`config.mk`:
```
export PLATFORM = sky130hd
export DESIGN_NAME = binary64_to_decimal_ascii
export DESIGN_NICKNAME = d
export VERILOG_FILES = /design/src/rtl/core/b64da_pkg.sv /design/src/rtl/core/b64da_bcd_step.sv /design/src/rtl/core/binary64_to_decimal_ascii.sv
export SDC_FILE = /design/constraint.sdc
export NUM_CORES = 1
export LEC_CHECK = 0
export ABC_AREA = 1
export BUFFER_PORTS_ARGS = -buffer_cell sky130_fd_sc_hd__buf_4
export CAP_MARGIN = 10
export CORE_MARGIN = 3
export CORE_UTILIZATION = 53
export DETAILED_ROUTE_END_ITERATION = 10
export HOLD_SLACK_MARGIN = 0.05
export PLACE_DENSITY_LB_ADDON = 0.08
export SYNTH_ARGS = -nofsm -noshare
export SYNTH_HDL_FRONTEND = slang
export SYNTH_SLANG_ARGS = --single-unit
```
`constraint.sdc`:
```
create_clock -name clk -period 11.5 [get_ports clk]
set_clock_uncertainty 0.2 [all_clocks]
set_input_delay 2.3 -clock clk [delete_from_list [all_inputs] [get_ports clk]]
set_output_delay 2.3 -clock clk [all_outputs]
set_load 0.02 [all_outputs]
```
`src/rtl/core/b64da_pkg.sv`:
```
package b64da_pkg;

  // fixed widths of the interface fields
  localparam int VALUE_W = 64;
  localparam int CHAR_W = 6;
  localparam int MAX_DIGITS = 20;

  // input bits folded into the bcd register per conversion cycle
  localparam int BITS_PER_STEP = 4;
  localparam int CONV_STEPS = VALUE_W / BITS_PER_STEP;
  localparam int STEP_CNT_W = $clog2(CONV_STEPS);

  localparam logic [CHAR_W-1:0] ASCII_ZERO = 6'd48;

  typedef enum logic [1:0] {
    S_IDLE,
    S_CONV,
    S_SKIP,
    S_EMIT
  } state_t;

  // double dabble correction: a digit of five or more gets three added before the shift
  function automatic logic [3:0] add3(input logic [3:0] d);
    return (d >= 4'd5) ? d + 4'd3 : d;
  endfunction

endpackage

```
`src/rtl/core/b64da_bcd_step.sv`:
```
module b64da_bcd_step #(
  parameter int NUM_DIGITS = b64da_pkg::MAX_DIGITS
) (
  input  logic [NUM_DIGITS-1:0][3:0]            bcd_in,
  input  logic [b64da_pkg::BITS_PER_STEP-1:0]   bits_in,
  output logic [NUM_DIGITS-1:0][3:0]            bcd_out
);

  localparam int FLAT_W = 4 * NUM_DIGITS;

  logic [FLAT_W-1:0] work;

  // one shift-and-correct pass per input bit, msb first
  always_comb begin
    work = bcd_in;
    for (int s = b64da_pkg::BITS_PER_STEP - 1; s >= 0; s--) begin
      for (int d = 0; d < NUM_DIGITS; d++) begin
        work[4*d +: 4] = b64da_pkg::add3(work[4*d +: 4]);
      end
      work = {work[FLAT_W-2:0], bits_in[s]};
    end
    bcd_out = work;
  end

endmodule

```
`src/rtl/core/binary64_to_decimal_ascii.sv`:
```
// Converts one unsigned 64-bit value per input transfer into its decimal text,
// one ASCII digit per output transfer, most significant first, no leading
// zeros; zero gives a single '0'. last_digit marks the final (units) digit.
// The value is turned into BCD by a shared double dabble step that folds in
// four input bits a cycle. Leading zero digits are then skipped at one per
// cycle starting from the top digit, and the digits are sent one per cycle
// while out_ready is high. in_ready is high only while the block is idle.
module binary64_to_decimal_ascii #(
  parameter int MAX_DIGITS = b64da_pkg::MAX_DIGITS
) (
  input  logic                            clk,
  input  logic                            rst,
  input  logic                            in_valid,
  output logic                            in_ready,
  input  logic [b64da_pkg::VALUE_W-1:0]   value,
  output logic                            out_valid,
  input  logic                            out_ready,
  output logic [b64da_pkg::CHAR_W-1:0]    digit_char,
  output logic                            last_digit
);

  localparam int IDX_W = $clog2(MAX_DIGITS);
  localparam int VW = b64da_pkg::VALUE_W;
  localparam int BPS = b64da_pkg::BITS_PER_STEP;

  b64da_pkg::state_t state, state_next;

  // value bits still to be folded in, msb first
  logic [VW-1:0]                      shreg;
  // bcd digits, digit 0 is the units digit
  logic [MAX_DIGITS-1:0][3:0]         bcd;
  logic [MAX_DIGITS-1:0][3:0]         bcd_next;
  logic [b64da_pkg::STEP_CNT_W-1:0]   step_cnt;
  // digit currently being skipped or sent
  logic [IDX_W-1:0]                   idx;

  logic [3:0] cur_digit;
  logic       in_xfer;
  logic       out_xfer;
  logic       conv_done;
  logic       at_units;
  logic       skip_more;

  assign cur_digit = bcd[idx];
  assign at_units  = (idx == IDX_W'(0));
  assign conv_done = (step_cnt == b64da_pkg::STEP_CNT_W'(b64da_pkg::CONV_STEPS - 1));
  // a zero digit above the units place is a leading zero
  assign skip_more = (cur_digit == 4'd0) && !at_units;
  assign in_xfer   = in_valid && in_ready;
  assign out_xfer  = out_valid && out_ready;

  // shared shift-and-add-3 unit
  b64da_bcd_step #(
    .NUM_DIGITS(MAX_DIGITS)
  ) u_step (
    .bcd_in  (bcd),
    .bits_in (shreg[VW-1 -: BPS]),
    .bcd_out (bcd_next)
  );

  // next state
  always_comb begin
    state_next = state;
    case (state)
      b64da_pkg::S_IDLE: begin
        if (in_xfer) state_next = b64da_pkg::S_CONV;
      end
      b64da_pkg::S_CONV: begin
        if (conv_done) state_next = b64da_pkg::S_SKIP;
      end
      b64da_pkg::S_SKIP: begin
        if (!skip_more) state_next = b64da_pkg::S_EMIT;
      end
      b64da_pkg::S_EMIT: begin
        if (out_xfer && at_units) state_next = b64da_pkg::S_IDLE;
      end
      default: state_next = b64da_pkg::S_IDLE;
    endcase
  end

  // outputs, payload comes straight from registers held while stalled
  always_comb begin
    in_ready   = (state == b64da_pkg::S_IDLE);
    out_valid  = (state == b64da_pkg::S_EMIT);
    digit_char = b64da_pkg::ASCII_ZERO + {2'b00, cur_digit};
    last_digit = at_units;
  end

  always_ff @(posedge clk) begin
    if (rst) begin
      state <= b64da_pkg::S_IDLE;
    end else begin
      state <= state_next;
    end
  end

  // datapath
  always_ff @(posedge clk) begin
    case (state)
      b64da_pkg::S_IDLE: begin
        if (in_xfer) begin
          shreg    <= value;
          bcd      <= '0;
          step_cnt <= '0;
        end
      end
      b64da_pkg::S_CONV: begin
        bcd      <= bcd_next;
        shreg    <= {shreg[VW-BPS-1:0], {BPS{1'b0}}};
        step_cnt <= step_cnt + 1'b1;
        idx      <= IDX_W'(MAX_DIGITS - 1);
      end
      b64da_pkg::S_SKIP: begin
        if (skip_more) idx <= idx - 1'b1;
      end
      b64da_pkg::S_EMIT: begin
        if (out_xfer && !at_units) idx <= idx - 1'b1;
      end
      default: begin
      end
    endcase
  end

`ifndef SYNTHESIS
  // never taking input while a digit is offered
  a_no_overlap: assert property (@(posedge clk) disable iff (rst)
    !(in_ready && out_valid))
    else $error("in_ready and out_valid high together");

  // conversion always takes cycles before the first digit
  a_no_early_digit: assert property (@(posedge clk) disable iff (rst)
    in_valid && in_ready |=> !out_valid)
    else $error("digit offered right after input transfer");

  // digits of one number follow without a gap in valid
  a_digits_continue: assert property (@(posedge clk) disable iff (rst)
    out_valid && out_ready && !last_digit |=> out_valid)
    else $error("output stopped before last digit");

  // the last digit frees the block
  a_last_frees: assert property (@(posedge clk) disable iff (rst)
    out_valid && out_ready && last_digit |=> in_ready && !out_valid)
    else $error("block not idle after last digit");
`endif

endmodule
```
**Word level (Yosys, flattened, before mapping)**

Cells that the tools add are included.

- $add $sub $neg: 83
- $mul: 0
- Div/mod/pow operators: 0
- Magnitude comparators: 81
- Equality and inequality tests: 10
- Shifts and indexed selects: 0
- Mux-type cells: 96
- Bitwise operators: 0
- Reduce and logical (&&, ||, !) cells: 14

Operators by type and width:

| operator | number |
|---|---|
| greater-or-equal comparator 4 x 3 -> 1 bit (second input constant) | 80 |
| 2-to-1 mux 4 bit | 78 |
| adder 4 x 2 -> 4 bit (second input constant) | 76 |
| one-hot mux 80 bit (2 select lines) | 1 |
| one-hot mux 64 bit (2 select lines) | 1 |
| 2-to-1 mux 80 bit | 1 |
| 2-to-1 mux 64 bit | 1 |
| binary-select mux 4 bit (select 5 bit) | 1 |
| one-hot mux 5 bit (3 select lines) | 1 |
| adder 3 x 2 -> 3 bit (second input constant) | 4 |
| 2-to-1 mux 3 bit | 4 |
| 2-to-1 mux 5 bit | 2 |
| 2-to-1 mux 2 bit | 4 |
| one-hot mux 2 bit (4 select lines) | 1 |
| one-hot mux 4 bit (2 select lines) | 1 |
| adder 5 x 5 -> 6 bit (first input constant) | 1 |
| less-than comparator 5 x 6 -> 1 bit (second input constant) | 1 |
| inequality test 2 x 1 -> 1 bit (second input constant) | 3 |
| inequality test 2 bit (second input constant) | 3 |
| logical AND 1 bit | 5 |
| logical NOT 5 bit | 1 |
| subtractor 5 x 1 -> 5 bit (second input constant) | 1 |
| adder 4 x 1 -> 4 bit (second input constant) | 1 |
| == test 2 bit (second input constant) | 2 |
| 10 further kinds | 10 |

- Flip-flop bits (word level): 155
- Bits in latches: 0
- Memory bits (writable): 0
- Bits in read-only memories: 0
- Input port bits: 68
- Logic and storage cells: 308
- Memories kept: 0

**Depth between registers and ports, before layout**

Gate-level depths: netlist (run 1).

- Depth in word-level cells: 9
- Depth in mapped cells: 29

**Cells and area by module**

Synthesis (run 1) repeated with hierarchy kept, for this count alone.

- Cells, all modules: 2,416
- Area, all modules: 15,409.8 sq um

Modules (own cells, without submodules):

| module | times used | cells each | area each (sq um) | seq. area each (sq um) |
|---|---|---|---|---|
| b64da_bcd_step | 1 | 1,611 | 8,064.0 | 0.0 |
| binary64_to_decimal_ascii | 1 | 805 | 7,345.8 | 4,634.4 |

**Worst setup path before layout (run 1)**

No wires, ideal clock.

- Kind: input-to-reg
- Start: in in_valid
- End: reg bcd[0] in the netlist's numbering, enable pin
- Data arrival time: 9,472 ps
- Path slack: 1,124 ps
- Cell stages on the path: 2
- Buffers on the path: 0
- Path through: nor2_1 -> a21oi_1

- Longest elaborated chain between the ends: 3

Ends and longest elaborated chain:

| item | line | source |
|---|---|---|
| start: declaration | binary64_to_decimal_ascii.sv:13 | `input logic in_valid,` |
| logical AND 1 bit | binary64_to_decimal_ascii.sv:49 | `assign in_xfer = in_valid && in_ready;` |
| inequality test 2 x 1 -> 1 bit (no line) | -- |  |
| AND reduction 2 bit (no line) | -- |  |
| end signal: assignment | binary64_to_decimal_ascii.sv:108 | `bcd <= bcd_next;` |
| end: declaration | binary64_to_decimal_ascii.sv:31 | `logic [MAX_DIGITS-1:0][3:0] bcd;` |

Every way passes these cells.
A chain may end at the register's enable or synchronous reset.

**Worst setup path in the final report (run 1)**

- Start: reg idx[1]
- End: out digit_char[3] in the netlist's numbering

- Longest elaborated chain between the ends: 3

Ends and longest elaborated chain:

| item | line | source |
|---|---|---|
| start: declaration | binary64_to_decimal_ascii.sv:35 | `logic [IDX_W-1:0] idx;` |
| start signal: assignment | binary64_to_decimal_ascii.sv:111 | `idx <= IDX_W'(MAX_DIGITS - 1);` |
| start signal: assignment | binary64_to_decimal_ascii.sv:114 | `if (skip_more) idx <= idx - 1'b1;` |
| start signal: assignment | binary64_to_decimal_ascii.sv:117 | `if (out_xfer && !at_units) idx <= idx - 1'b1;` |
| binary-select mux 4 bit (select 5 bit) | binary64_to_decimal_ascii.sv:44 | `assign cur_digit = bcd[idx];` |
| 2-to-1 mux 4 bit (not written as such) | binary64_to_decimal_ascii.sv:44 |  |
| adder 5 x 5 -> 6 bit | binary64_to_decimal_ascii.sv:85 | `digit_char = b64da_pkg::ASCII_ZERO + {2'b00, cur_digit};` |
| end: declaration | binary64_to_decimal_ascii.sv:18 | `output logic [b64da_pkg::CHAR_W-1:0] digit_char,` |

Every way passes these cells. The select of a mux whose other input is x is not followed.

==> results of run 1 <==
final cells by class:
| class | count | share of cell area (%) |
|---|---|---|
| Multi-Input combinational cell | 1607 | 52.84 |
| Sequential cell | 155 | 28.54 |
| Inverter | 357 | 8.269 |
| Timing Repair Buffer | 79 | 3.653 |
| Tap cell | 372 | 2.867 |
| Clock buffer | 17 | 2.620 |
| Clock inverter | 15 | 1.202 |
synth_stat cells:
| cell | n |
|---|---|
| buf_4 | 2 |
| o21ai_2 | 30 |
| conb_1 | 1 |
| a21boi_0 | 1 |
| or2_2 | 2 |
| inv_2 | 57 |
| nand2_4 | 13 |
| nand3_2 | 39 |
| nor2_1 | 46 |
| nand2_1 | 734 |
| and2_2 | 1 |
| o21ai_0 | 70 |
| nand4_1 | 37 |
| clkbuf_2 | 1 |
| a2111oi_1 | 1 |
| o21a_1 | 3 |
| o211ai_1 | 13 |
| a21oi_1 | 127 |
| nor2_4 | 1 |
| dfxtp_1 | 2 |
| buf_2 | 9 |
| nor3_2 | 12 |
| a21o_1 | 2 |
| a22o_1 | 1 |
| ha_1 | 68 |
| nand3_4 | 7 |
| inv_1 | 297 |
| o21ai_1 | 37 |
| nor3_1 | 8 |
| clkbuf_1 | 27 |
| o21ai_4 | 3 |
| nand2_2 | 107 |
| edfxtp_1 | 153 |
| or3_1 | 1 |
| nor2_2 | 6 |
| xnor2_1 | 9 |
| nand3_1 | 180 |
| a21oi_2 | 6 |
| a211oi_1 | 1 |
| xor2_1 | 6 |
| o21bai_1 | 5 |
| clkinv_1 | 3 |
| and2_1 | 8 |
| nand3b_1 | 20 |
critical path: cells and delay by family, from the launching register on:
kind,cells,cell delay [ns]
simple gates,4,0.43
compound gates,3,0.51
flops,1,0.86
buf+inv,2,0.87
path summary, 6_finish.rpt:
| kind | endpoint | from | slack (ns) |
|---|---|---|---|
| worst min register to register | shreg[40] | shreg[36] | 0.32 |
| worst min-delay path | shreg[40] | shreg[36] | 0.32 |
| worst max-delay path | digit_char[3] | idx[1] | 5.91 |
| worst max register to register | idx[4] | idx[1] | 7.58 |
per-layer routing:
metal | routed length [um] | GRT usage (%)
met1 | 15260 | 28.70
met5 | 0 | 0
met2 | 15590 | 37.81
met3 | 1350 | 3.289
met4 | 645 | 5.880
state kept, by name, summed over array words and instances, names as in the netlist:
| register | flops |
|---|---|
| idx | 5 |
| bcd | 80 |
| step_cnt | 4 |
| shreg | 64 |
| state | 2 |
through the flow:
step	hold slack [ns]	cell area [um^2]	util, %
floorplan	0.2814	14700	-
global placement	0.2980	15620	57.62
detailed placement	0.3020	15620	57.62
CTS	0.3229	16240	59.91
global route	0.3349	16240	59.91
finish	0.3204	16240	59.91
logic make-up (layout without fill, tap and decap cells):
| logic type | after synthesis | after routing | synth area share (%) |
|---|---|---|---|
| buf+inv | 396 | 468 | 10.25 |
| other cells | 1 | 2 | 0.02552 |
| simple gates | 1222 | 1222 | 39.64 |
| flops | 155 | 155 | 31.54 |
| fa+ha+maj | 68 | 68 | 5.791 |
| xor+xnor | 15 | 15 | 0.8942 |
| compound gates | 300 | 300 | 11.85 |
cells in the final DEF (no fill, tap or decap), types with 7 or more instances in the layout:
cell         n
a21oi_1    126
nand4_1     37
nor3_1       8
nand2_1    734
nand3_1    180
nor3_2      12
o21ai_0     70
nand3_2     39
inv_1      297
nand3b_1    20
ha_1        67
buf_4       79
o211ai_1    13
nand2_2    107
inv_2       57
clkbuf_16   17
nor2_1      46
nand3_4      7
xnor2_1      9
o21ai_1     37
nand2_4     13
and2_1       8
edfxtp_1   153
o21ai_2     30
==> summary.md, run 1 <==
| Metric | Value |
|---|---|
| Inserted Diodes | `0` |
| Instance count after placement with tap cells included | `2,570` |
| Clock sink count | `about 160` |
| FMAX | `178.8 MHz` |
| Critical path type | `register to output pin` |
| Weighted congestion at the end of routability-driven global placement | `0.8268` |
| Worst path cell trace | `clkinv_1 > a21oi_1 > o21ai_0 > nand3_1 > nand3_1 > nand2_1 > o21ai_0 > nand2_1 > buf_4` |
| Sum of routed wire length over all layers | `about 33,000 um` |
| Slew at the pin with the worst max-slew slack | `roughly 1.0 ns` |
| Die outline area | `29,760 um^2` |
| Synth top area cells | `edfxtp_1 (31%), nand2_1 (19%), inv_1 (7.6%)` |
| Run status | `complete, no violations` |
| Worst EP arrival | `3.09 ns` |
| Vias after detailed routing | `13,460` |
| Number of antenna-violating nets in the routed design | `0` |
| Cell count of the worst reg-to-reg path | `7` |
| Starting utilization of the core area | `54.22%` |
| Minimum period implied by the final worst setup slack | `5.594 ns` |
| Cell Rows | `60` |
| Min setup slack post-route | `5.906 ns` |
| Num CTS Buffers | `17` |
| Number of synthesized register bits | `155` |
| Vias in the first global route | `12,310` |
| Total of buffers placed on input and output ports | `74` |
| Pre-CTS WS | `between 6 and 7 ns` |
| Critical-path maximum fanout | `24` |
| Delay of the slowest cell on the worst path | `0.86 ns` |
| Top-level port count | `77` |
| Final count of hold timing violations | `0` |
| Fraction of layout instances using a drive strength above 1 | `17.85%` |
| Clock-pin slew of the registers on the worst-case setup and hold paths | `0.08 ns` |
| Avg Inst Size Synth | `~6.8 um^2` |
| Clock insertion delay at the later pin of the skew report | `0.44 ns` |
| Number of inserted filler cells in the final layout | `2,513` |
| CP required | `9.00 ns` |
| Overall global routing resource usage | `21.88%` |
| DIE HEIGHT | `approximately 170 um` |
| RSZ-0062 raised after global routing | `false` |
| CTS tree | `done` |
| Post-synthesis sequential area ratio | `31.54%` |
| Maximum number of buffers from clock root to sink | `2` |
| Clock Root Buffer | `clkbuf_16` |
| Number of post-CTS setup repair buffers | `0` |
| Final HPWL from detailed placement | `between 20,000 and 30,000 um` |
| Wire length per cell after detailed routing | `about 13 um` |
| Total number of yosys warnings | `0` |
| Instance count of the mapped netlist | `2,157` |
| Final global-route overflow total | `0` |
| Final nets | `approximately 2,400` |
| Worst relative slew slack | `32.10%` |
| Standard cell with the maximum stage delay on the critical path | `edfxtp_1` |
| Ratio of routed vias to standard cells | `5.172` |
| Fin cells | `2,602` |
| Floorplan Core Area | `between 20,000 and 30,000 um^2` |
| Resized Gates After CTS | `0` |
| Top cell type by total area after synthesis | `edfxtp_1` |
| Sort of element at the end of the critical path | `output pin` |
| Post-route setup TNS | `0 ns` |
| Synth cell types | `44` |
| Number of maximum-capacitance violations | `0` |
| H-Tree Depth | `4` |
| Footprint of the multi-input gates | `~8600 um^2` |
| Detailed-router iteration count before antenna repair | `5` |
| Antenna violations before repair | `0` |
| Die extent in x | `172.5 um` |
| Register area | `4634 um^2` |
| Tightest Hold Check Type | `register to register` |
| Post-synthesis instance area | `14,690 um^2` |
| Period utilization | `48.64%` |
| Max-slew violations | `0` |
| Total of endpoints with negative setup slack in the final report | `0` |
| Number of hold buffers added after cts | `0` |
| Number of DRC violations after detailed routing | `0` |
| Startpoint type of the worst setup path | `register` |
| Detailed router's first-iteration violation count | `903` |
| Synthesis-to-finish area growth | `10.50%` |
| Cell depth of the worst min-delay path | `2` |
| Maximum number of pins on one net before global-route repair | `89` |
| Portion of synthesized cell area occupied by the leading cell type | `31.27%` |
| Global-route wire length before repair | `55,410 um` |
Power of run 1 is not shown: default switching activity piles up to over one toggle a cycle in this logic, so the estimate is an artifact.
==> run 2, diff against run 1 <==
clock period = 4.7 ns   (was 11.5 ns; I/O delays follow)
==> run 2 against run 1 <==
Compared with the run above: first-iteration DRC count is 11% lower; die area unchanged; via count rose by 0.32%; highest routed layer unchanged.
==> summary.md, run 2 (same netlist as run 1, synthesis figures left out) <==
| Metric | Value |
|---|---|
| CTS tree | `done (unchanged)` |
| Top-level port count | `77 (unchanged)` |
| Number of hold buffers added after cts | `0 (unchanged)` |
| Final count of hold timing violations | `0 (unchanged)` |
| Antenna violations before repair | `0 (unchanged)` |
| Synthesis-to-finish area growth | `10.76% (was 10.50%)` |
| Sum of routed wire length over all layers | `33,010 um (was 32,850 um)` |
| FMAX | `263.7 MHz` |
| Minimum period implied by the final worst setup slack | `3.792 ns` |
| Clock sink count | `155 (unchanged)` |
| Vias after detailed routing | `13,500 (was 13,460)` |
| Num CTS Buffers | `17 (unchanged)` |
| Clock-pin slew of the registers on the worst-case setup and hold paths | `0.08 ns (about the same)` |
| Number of maximum-capacitance violations | `0 (unchanged)` |
| RSZ-0062 raised after global routing | `false (unchanged)` |
| Worst relative slew slack | `40.35% (was 32.10%)` |
| Reg with most FFs | `bcd (unchanged)` |
| DIE HEIGHT | `172.5 um (unchanged)` |
| Overall global routing resource usage | `22.02% (was 21.88%)` |
| Period utilization | `about 80%` |
| Fin cells | `2,604 (was 2,602)` |
| Clock Root Buffer | `clkbuf_16 (unchanged)` |
| CP required | `3.56 ns (was 9.00 ns)` |
| Worst EP arrival | `2.65 ns (was 3.09 ns)` |
| Largest registers in the final layout | `bcd (80), shreg (64), idx (5) (unchanged)` |
| Die extent in x | `172.5 um (unchanged)` |
| Final nets | `2,355 (was 2,353)` |
| Detailed router's first-iteration violation count | `800 (was 903)` |
| Sort of element at the end of the critical path | `output pin (unchanged)` |
| Run status | `complete, no violations (unchanged)` |
| Inserted Diodes | `0 (unchanged)` |
| Number of DRC violations after detailed routing | `0 (unchanged)` |
| Final global-route overflow total | `0 (unchanged)` |
| Min setup slack post-route | `0.9085 ns (was 5.906 ns)` |
| Final HPWL from detailed placement | `25,400 um (was 25,070 um)` |
| Commonest cells after routing, fill and taps aside | `nand2_1 (734), inv_1 (297), nand3_1 (180) (unchanged)` |
| Fraction of layout instances using a drive strength above 1 | `17.92% (was 17.85%)` |
| Weighted congestion at the end of routability-driven global placement | `0.8711 (was 0.8268)` |
| Max-slew violations | `0 (unchanged)` |
| Number of post-CTS setup repair buffers | `0 (unchanged)` |
| Starting utilization of the core area | `54.22% (unchanged)` |
| Tightest Hold Check Type | `register to register (unchanged)` |
| Global-route wire length before repair | `55,800 um (was 55,410 um)` |
| Number of antenna-violating nets in the routed design | `0 (unchanged)` |
| Total of endpoints with negative setup slack in the final report | `0 (unchanged)` |
| Most common cell after layout, fill and taps aside | `nand2_1 (unchanged)` |
| Total of buffers placed on input and output ports | `74 (unchanged)` |
| H-Tree Depth | `4 (unchanged)` |
| Slew at the pin with the worst max-slew slack | `0.8947 ns (was 1.012 ns)` |
| Vias in the first global route | `12,390 (was 12,310)` |
| Maximum number of buffers from clock root to sink | `2 (unchanged)` |
| Delay of the slowest cell on the worst path | `0.71 ns (was 0.86 ns)` |
| Cell Rows | `60 (unchanged)` |
| Floorplan Core Area | `27,100 um^2 (unchanged)` |
| Flip-flop count of the largest register after layout | `80 (unchanged)` |
| Wire length per cell after detailed routing | `12.68 um (was 12.62 um)` |
| Detailed-router iteration count before antenna repair | `5 (unchanged)` |
| Critical-path maximum fanout | `25 (was 24)` |
| Clock insertion delay at the later pin of the skew report | `0.44 ns (about the same)` |
| Instance count after placement with tap cells included | `2,572 (was 2,570)` |
| Maximum number of pins on one net before global-route repair | `82 (was 89)` |
| Startpoint type of the worst setup path | `register (unchanged)` |
| Pre-CTS WS | `1.186 ns (was 6.412 ns)` |
| Standard cell with the maximum stage delay on the critical path | `edfxtp_1 (unchanged)` |
| Critical path type | `register to output pin (unchanged)` |
| Resized Gates After CTS | `0 (unchanged)` |
| Ratio of routed vias to standard cells | `5.184 (was 5.172)` |
| Die outline area | `29,760 um^2 (unchanged)` |
| Worst path cell trace | `inv_1 > buf_4 > a21oi_1 > o21ai_0 > nand2_1 > nand2_1 > nand3_1 > a22o_1 > buf_4 (was clkinv_1 > a21oi_1 > o21ai_0 > nand3_1 > nand3_1 > nand2_1 > o21ai_0 > nand2_1 > buf_4)` |
| Number of inserted filler cells in the final layout | `2,555 (was 2,513)` |
| Post-route setup TNS | `0 ns (unchanged)` |
-- run 2: cell types whose count changed in the layout (fill, tap and decap cells not counted) --
| cell | before | now |
|---|---|---|
| inv_8 | 5 | 4 |
| inv_6 | 1 | 2 |
| buf_12 | 0 | 2 |
-- run 2: cell type report --
type | count | area (um^2) | area share [%]
inverters | 357 | 1343 | 8.250
flip-flops and latches | 155 | 4634 | 28.48
multi-input cells | 1607 | 8579 | 52.72
well taps | 372 | 465.4 | 2.860
clock inverters | 15 | 192.7 | 1.184
clock buffers | 17 | 425.4 | 2.614
repair buffers | 81 | 633.1 | 3.891
-- run 2: metrics by stage --
stage | area, um^2 | hold WS (ns) | utilization (%)
2_1_floorplan | 14710 | 0.2814 | -
3_5_place_dp | 15660 | 0.3036 | 57.77
5_1_grt | 16270 | 0.3385 | 60.05
4_1_cts | 16270 | 0.3229 | 60.05
3_3_place_gp | 15660 | 0.2989 | 57.77
6_report | 16270 | 0.3189 | 60.05
-- run 2: layer usage --
layer  track usage (%)  up-vias  share of wire, %
met5                 0        -                 0
met1             29.00     6070                46
met3             3.775       50               4.8
li1                  -     7122                 -
met4             5.745        0               2.0
met2             37.68      258                47
-- run 2: final timing paths --
| check | startpoint | end | slack, ns | cells past startpoint |
|---|---|---|---|---|
| worst max-delay path | idx[0] | digit_char[0] | 0.91 | 9 |
| worst min-delay path | shreg[12] | shreg[16] | 0.32 | 2 |
| worst max register to register | bcd[73] | bcd[77] | 1.15 | 25 |
| worst min register to register | shreg[12] | shreg[16] | 0.32 | 2 |
-- run 2: critical path, delay by kind of cell (launching register included) --
| family | cells | cell delay, ns |
|---|---|---|
| buffers and inverters | 3 | 0.81 |
| DFF | 1 | 0.71 |
| AOI/OAI and AO/OA | 3 | 0.45 |
| and+or+nand+nor | 3 | 0.23 |
Power of run 2 is left out for the same reason.
